$ cat src/hw/rtl/aob_pkg.sv
package aob_pkg;

    // Word and field widths.
    localparam int PIX_W     = 32;
    localparam int CH_W      = 8;
    localparam int CFG_W     = 9;
    localparam int CFG_IDX_W = 2;
    // Output frame side reaches 511 + 255.
    localparam int CNT_W     = 10;
    // Weighted channel sum c1*a1 + c2*a2 and alpha sum a1 + a2.
    localparam int ACC_W     = 17;
    localparam int SUM_W     = 9;
    // The channel quotient never exceeds 255, so eight restoring steps suffice.
    localparam int DIV_STEPS = 8;
    localparam int STEP_W    = 3;

    localparam logic [PIX_W-1:0] RED_KEEP  = 32'hffff0000;
    localparam logic [PIX_W-1:0] CYAN_KEEP = 32'hff00ffff;
    localparam logic [CH_W-1:0]  ALPHA_MAX = 8'd255;

    localparam logic [CFG_W-1:0] DIM_RESET     = 9'd256;
    // A shift of -256 saturates to -255.
    localparam logic [CFG_W-1:0] SHIFT_MIN_RAW = 9'h100;
    localparam logic [CFG_W-1:0] SHIFT_SAT     = 9'h101;

    typedef enum logic [CFG_IDX_W-1:0] {
        REG_WIDTH   = 2'd0,
        REG_HEIGHT  = 2'd1,
        REG_SHIFT_X = 2'd2,
        REG_SHIFT_Y = 2'd3
    } cfg_reg_t;

    typedef enum logic [2:0] {
        ST_IDLE,
        ST_COORD,
        ST_ADDR,
        ST_READ,
        ST_START,
        ST_BLEND,
        ST_PUSH
    } ctrl_state_t;

    typedef enum logic {
        BL_IDLE,
        BL_DIV
    } blend_state_t;

    typedef struct packed {
        logic             start;
        logic [PIX_W-1:0] red;
        logic [PIX_W-1:0] cyan;
    } blend_req_t;

    typedef struct packed {
        logic             done;
        logic [PIX_W-1:0] pixel;
    } blend_rsp_t;

endpackage

$ cat src/hw/rtl/aob_blend.sv
module aob_blend
    import aob_pkg::*;
(
    input  logic       clk,
    input  logic       rst_n,
    input  blend_req_t req,
    output blend_rsp_t rsp
);

    localparam int LANES = 3;

    blend_state_t      state_reg, state_next;
    logic [STEP_W-1:0] step_reg, step_next;
    logic              done_reg, done_next;
    logic [ACC_W-1:0]  rem_reg [LANES];
    logic [ACC_W-1:0]  rem_next [LANES];
    logic [CH_W-1:0]   quo_reg [LANES];
    logic [CH_W-1:0]   quo_next [LANES];
    logic [ACC_W-1:0]  den_reg, den_next;
    logic              zero_reg, zero_next;
    logic [2*CH_W-1:0] inv_reg, inv_next;
    logic [PIX_W-1:0]  pixel_reg, pixel_next;
    logic [CH_W-1:0]   a_red;
    logic [CH_W-1:0]   a_cyan;
    logic [SUM_W-1:0]  a_sum;
    logic [ACC_W-1:0]  alpha_div;
    logic [CH_W-1:0]   alpha;

    assign a_red  = req.red[PIX_W-1 -: CH_W];
    assign a_cyan = req.cyan[PIX_W-1 -: CH_W];
    assign a_sum  = SUM_W'(a_red) + SUM_W'(a_cyan);

    // Product of the transparencies divided by 255: (x + (x >> 8) + 1) >> 8 is exact
    // over the range of the product.
    assign alpha_div = ACC_W'(inv_reg) + ACC_W'(inv_reg >> CH_W) + ACC_W'(1);
    assign alpha     = ALPHA_MAX - alpha_div[2*CH_W-1 -: CH_W];

    // Setup on start, then one quotient bit per cycle on all three channels.
    always_comb
    begin
        state_next = state_reg;
        step_next  = step_reg;
        done_next  = 1'b0;
        den_next   = den_reg;
        zero_next  = zero_reg;
        inv_next   = inv_reg;
        pixel_next = pixel_reg;
        for (int l = 0; l < LANES; l++)
        begin
            rem_next[l] = rem_reg[l];
            quo_next[l] = quo_reg[l];
        end

        unique case (state_reg)
            BL_IDLE:
            begin
                if (req.start)
                begin
                    for (int l = 0; l < LANES; l++)
                    begin
                        rem_next[l] = ACC_W'(req.red[l*CH_W +: CH_W]) * ACC_W'(a_red)
                                    + ACC_W'(req.cyan[l*CH_W +: CH_W]) * ACC_W'(a_cyan);
                        quo_next[l] = '0;
                    end
                    den_next   = ACC_W'(a_sum) << (DIV_STEPS - 1);
                    zero_next  = (a_sum == '0);
                    inv_next   = (2*CH_W)'(ALPHA_MAX - a_red) * (2*CH_W)'(ALPHA_MAX - a_cyan);
                    step_next  = '0;
                    state_next = BL_DIV;
                end
            end
            BL_DIV:
            begin
                for (int l = 0; l < LANES; l++)
                begin
                    if (rem_reg[l] >= den_reg)
                    begin
                        rem_next[l] = rem_reg[l] - den_reg;
                        quo_next[l] = {quo_reg[l][CH_W-2:0], 1'b1};
                    end
                    else
                    begin
                        quo_next[l] = {quo_reg[l][CH_W-2:0], 1'b0};
                    end
                end
                den_next  = den_reg >> 1;
                step_next = step_reg + STEP_W'(1);
                if (step_reg == STEP_W'(DIV_STEPS - 1))
                begin
                    // Both alphas zero: every channel is zero.
                    for (int l = 0; l < LANES; l++)
                    begin
                        pixel_next[l*CH_W +: CH_W] = zero_reg ? {CH_W{1'b0}} : quo_next[l];
                    end
                    pixel_next[PIX_W-1 -: CH_W] = alpha;
                    done_next  = 1'b1;
                    state_next = BL_IDLE;
                end
            end
            default:
            begin
                state_next = BL_IDLE;
            end
        endcase
    end

    // Control state.
    always_ff @(posedge clk or negedge rst_n)
    begin
        if (!rst_n)
        begin
            state_reg <= BL_IDLE;
            step_reg  <= '0;
            done_reg  <= 1'b0;
        end
        else
        begin
            state_reg <= state_next;
            step_reg  <= step_next;
            done_reg  <= done_next;
        end
    end

    // Datapath state.
    always_ff @(posedge clk)
    begin
        for (int l = 0; l < LANES; l++)
        begin
            rem_reg[l] <= rem_next[l];
            quo_reg[l] <= quo_next[l];
        end
        den_reg   <= den_next;
        zero_reg  <= zero_next;
        inv_reg   <= inv_next;
        pixel_reg <= pixel_next;
    end

    assign rsp.done  = done_reg;
    assign rsp.pixel = pixel_reg;

endmodule

$ cat config.mk
export PLATFORM = sky130hd
export DESIGN_NAME = aob_blend
export DESIGN_NICKNAME = d
export VERILOG_FILES = /design/src/hw/rtl/aob_pkg.sv /design/src/hw/rtl/aob_blend.sv
export SDC_FILE = /design/constraint.sdc
export NUM_CORES = 1
export LEC_CHECK = 0
export BUFFER_PORTS_ARGS = -buffer_cell sky130_fd_sc_hd__buf_2
export CAP_MARGIN = 15
export CORE_MARGIN = 2
export CORE_UTILIZATION = 55
export DETAILED_ROUTE_END_ITERATION = 8
export PLACE_DENSITY_LB_ADDON = 0.25
export SLEW_MARGIN = 15
export SYNTH_ARGS = -nofsm -noshare
export SYNTH_HDL_FRONTEND = slang
export SYNTH_SLANG_ARGS = --single-unit
export TNS_END_PERCENT = 1
$ cat constraint.sdc
create_clock -name clk -period 3.75 [get_ports clk]
set_input_delay 0.375 -clock clk [delete_from_list [all_inputs] [get_ports clk]]
set_output_delay 0.375 -clock clk [all_outputs]
set_load 0.02 [all_outputs]
### Yosys cells after proc, flatten, opt, wreduce, memory -nomap -nowiden

Memories as Yosys holds them, arrays and structs flattened.
Cells that the tools add are included.

* add/sub/neg operators: 13
* $mul: 7
* div/mod/pow operators: 0
* $lt $le $gt $ge: 3
* equality and inequality tests: 2
* shifts and indexed selects: 0
* multiplexer cells: 19
* bitwise operators: 1
* reduce and logical (&&, ||, !) cells: 3

Operators with widths (count)
* $pmux 51 s2: 1
* $mul 8x8->16: 6
* $mux 17: 4
* $add 16x16->17: 3
* $ge 17x17->1: 3
* $mux 51: 1
* $sub 17x17->17: 3
* $pmux 24 s2: 1
* $pmux 17 s2: 1
* $mux 24: 1
* $sub 8x8->9 const A: 2
* $add 16x1->16 const B: 1
* $add 16x8->16: 1
* $mul 9x9->16: 1
* $add 8x8->9: 1
* $logic_not 9->1: 1
* $sub 8x8->8 const A: 1
* $mux 1: 7
* $pmux 3 s2: 1
* $reduce_and 2->1: 2
* $add 3x1->3 const B: 1
* $eq 3x3->1 const B: 1
* $mux 3: 1
* $ne 2x2->1 const B: 1
* 2 further kinds: 2

* flip-flop bits (word level): 71
* bits in latches: 0
* bits in writable memories: 75
* ROM bits: 0
* input bits: 67
* output and inout port bits: 33
* logic and storage cells: 58
* memories kept: 2

Memory list
* rem_reg: depth 3, bits a word 17, read ports 3, clocked after memory_dff 0, wr ports 3, line aob_blend.sv:15 `logic [ACC_W-1:0] rem_reg [LANES];`
* quo_reg: depth 3, bits a word 8, read ports 3, clocked after memory_dff 0, wr ports 3, line aob_blend.sv:17 `logic [CH_W-1:0] quo_reg [LANES];`

### Depth between registers and ports, before layout

* word-level depth: 4
* depth in mapped cells: 22
* mapped depth without buffers: 20

### Worst setup path after synthesis

Ideal clock, no wire load.

* kind: input port to flip-flop
* start: input port req[62] (netlist bit)
* end: memory rem_reg[1][14], in the netlist rem_reg[0][31] (data pin)
* setup time: 0.270 ns
* data arrival time: 5.493 ns
* required time: 3.480 ns
* path slack: -2.013 ns
* stages on the path: 21
* path buffers: 2
* cells stage by stage: clkbuf_1 -> clkbuf_1 -> and2_1 -> fa_1 -> inv_1 -> fa_1 -> fa_1 -> inv_1 -> fa_1 -> fa_1 -> inv_1 -> fa_1 -> inv_1 -> ha_1 -> and2_1 -> and3_1 -> a2111oi_2 -> a21oi_1 -> xor2_1 -> nor2_1 -> a21oi_1

RTL lines
* from (decl): line aob_blend.sv:6 `input blend_req_t req,`
* to (decl): line aob_blend.sv:15

==> flow_summary.ini <==
[timing]
finalSetupViolCount = 46
fmax_ghz = 0.195
hold_viol_final = 0
max_slew.worst_pin.slew_ns = 0.818
drv_slew = 0
period_needed_ns = 5.14
grt_setup_unrepaired = true
clock_skew_ns = 0.0137
post-route-period-util_pct = 137
setup_ws_ns = -1.39
hold_ws_ns = 0.273
slew_headroom_pct = 45.4

[global_routing]
grt_use_total_pct = 27.4
grt_pass1_vias = 18900
overflow = 0
antenna_found_initial = 0
grt_max_degree = 49
grt_pass1_wl_mm = 96.2

[yosys]
yosysWarningCount = 0
synthArstFlopShare_pct = 3.52
yosysMostFrequentCell = inv_1
synth_cells = 2481
syn-num-nets = 3186
yosysTopAreaCell = fa_1
synth-edff-count = 137
synth_top_area_share_pct = 28.2
syn_area_sq_mm = 0.0236
ys_types = 70
ys.flop_type = edfxtp_1
synth-seq-cells = 142
synthTopCellsByArea = fa_1 28%, edfxtp_1 17%, ha_1 16%
avgSynthCellArea_sq_um = 9.50
yosysSeqAreaShare_pct = 18.0
ys_top_cells_by_count = 498 x inv_1, 332 x fa_1, 306 x ha_1

[detailed_routing]
via_count = 18100
routedWlPerCell_um = 17.4
drt-initial-drc-count = 1167
dr.pass1.iters = 7
via_per_inst = 5.39
remaining_drc_errors = 0
ant_nets = 0
routed_wl_mm = 58.3

[flow_run]
drv_cap = 0

[place]
gp_congestion = 0.927
pre_cts_ws_ns = -2.14
placed_cells = 3315
portBuffers = 99
dp_hpwl_mm = 48.4

[setup_path]
crit_path_start_kind = input port
worstPathArrival_ns = 5.30
ff2ff_path_depth = 10
required_ns = 3.91
criticalPathCategory = in -> reg
worstPathMaxFanout = 4
endpoint_kind = register

[clock_network]
h-tree-depth = 4
clock_sinks = 142
ctsRootBufferMaster = clkbuf_16
cts_made_buffers = 17
cts_tree = yes
clkSlewWorstSetupHoldPaths_ns = 0.06
clockBufferDepth = 2
clock_latency_ns = 0.44

[layout]
seq_area_sq_mm = 0.00424
largest_reg_flops = 51
syn_to_final_growth_pct = 18.4
layout.cells.non_filler = 3354
drive_gt1_share_pct = 18.5
final_nets = 3507
fillerInstances = 3280
antenna_cells = 0
multiInputGateArea_sq_mm = 0.0177

[die]
io_pins = 100
die_y_um = 211
dieWidth_um = 211
start_util_pct = 55.9
dieArea_sq_mm = 0.0445
core_area_sq_mm = 0.0421
rows = 75

[run_status]
outcome = complete, but fails checks
violations = setup timing

[worst_hold_path]
holdPathStages = 4
hold_class = in -> reg
[cells by family (layout without fill, tap and decap cells)]
| family | after synthesis | after routing | share of synthesized area [%] |
|---|---|---|---|
| AO/OA/AOI/OAI | 305 | 305 | 8.60 |
| flip-flops | 142 | 142 | 18.0 |
| adder cells (fa/ha/maj) | 638 | 638 | 44.5 |
| buffers and inverters | 564 | 898 | 9.04 |
| XOR/XNOR | 93 | 93 | 3.46 |
| AND/OR/NAND/NOR | 722 | 722 | 15.7 |
| multiplexers | 17 | 17 | 0.759 |
[worst paths after layout]
check                                    startpoint                  endpoint  slack, ns
min                                         req[64]   step_reg[0]$_DFFE_PN0P_       0.27
max                                         req[13]  rem_reg[0][31]$_DFFE_PP_      -1.39
max in group asynchronous                     rst_n       state_reg$_DFF_PN0_       3.32
max reg2reg                den_reg[1]$_SDFFCE_PN0P_   rem_reg[0][2]$_DFFE_PP_       0.57
min reg2reg                 step_reg[0]$_DFFE_PN0P_   step_reg[0]$_DFFE_PN0P_       0.51
min in group asynchronous                     rst_n        done_reg$_DFF_PN0_       0.28
[cell usage in the layout, fill, tap and decap left out, types with 6 or more instances in the layout]
master     count
a211oi_1      16
a211oi_2       8
a21o_1        33
a21oi_1       68
a21oi_2       10
and2_1       273
and2_4        10
buf_12        11
buf_2         82
buf_4        250
buf_6         17
buf_8          7
clkbuf_16     17
edfxtp_1     137
fa_1         325
fa_2           7
ha_1         283
ha_4          19
inv_1        490
inv_2          6
mux2_2         7
mux2i_1       10
nand2_1      210
nand2b_1      11
nand3_1       15
nand4_1       11
nor2_1        99
nor2b_1       37
nor3_1        19
o21a_1        19
o21ai_0       38
o21ai_1       20
o21ai_2       15
o21bai_1       7
o31ai_1       11
or3_1          7
xnor2_1       52
xor2_1        38
[what timing repair did]
item	in CTS	in global routing
setup endpoints to repair	52	49
hold buffers	1	0
setup buffers	6	0
gates resized for setup	147	39
pin swaps	46	20
hold endpoints to repair	5	0
[through the flow]
step	utilization (%)	setup TNS, ns	area (sq um)
after floorplan	-	-51.83	23700
after global placement	63.1	-79.86	26600
after detailed placement	63.1	-84.07	26600
after CTS	65.8	-42.53	27700
after global routing	66.2	-51.28	27900
final	66.2	-43.46	27900
[final cells by class]
type                    instances  area share (%)
clock inverters                12           0.408
well taps                     539            2.42
repair buffers                368            10.1
flip-flops and latches        142            15.2
clock buffers                  20            1.60
multi-input cells            1775            63.6
inverters                     498            6.72
[worst max-delay path, stage by stage]
cell	delay [ns]
buf_2	0.12
buf_4	0.15
and2_1	0.16
fa_1	0.48
fa_1	0.61
fa_1	0.47
fa_1	0.46
fa_1	0.49
inv_1	0.05
fa_1	0.47
inv_1	0.06
ha_4	0.22
and2_4	0.17
and3_4	0.18
a2111oi_4	0.40
a21oi_2	0.10
xor2_1	0.15
nor2_1	0.12
a21oi_1	0.06
[per-layer routing]
metal | track usage (%) | up-vias | wire (um)
met5 | 0 | - | 0
li1 | - | 8533 | -
met3 | 3.43 | 77 | 2810
met1 | 38.6 | 8958 | 27400
met4 | 8.47 | 0 | 1450
met2 | 44.3 | 507 | 26600
Power is left out: the tool's default activity adds up to more than one toggle a clock period on the data nets, which glitch-free logic cannot reach.
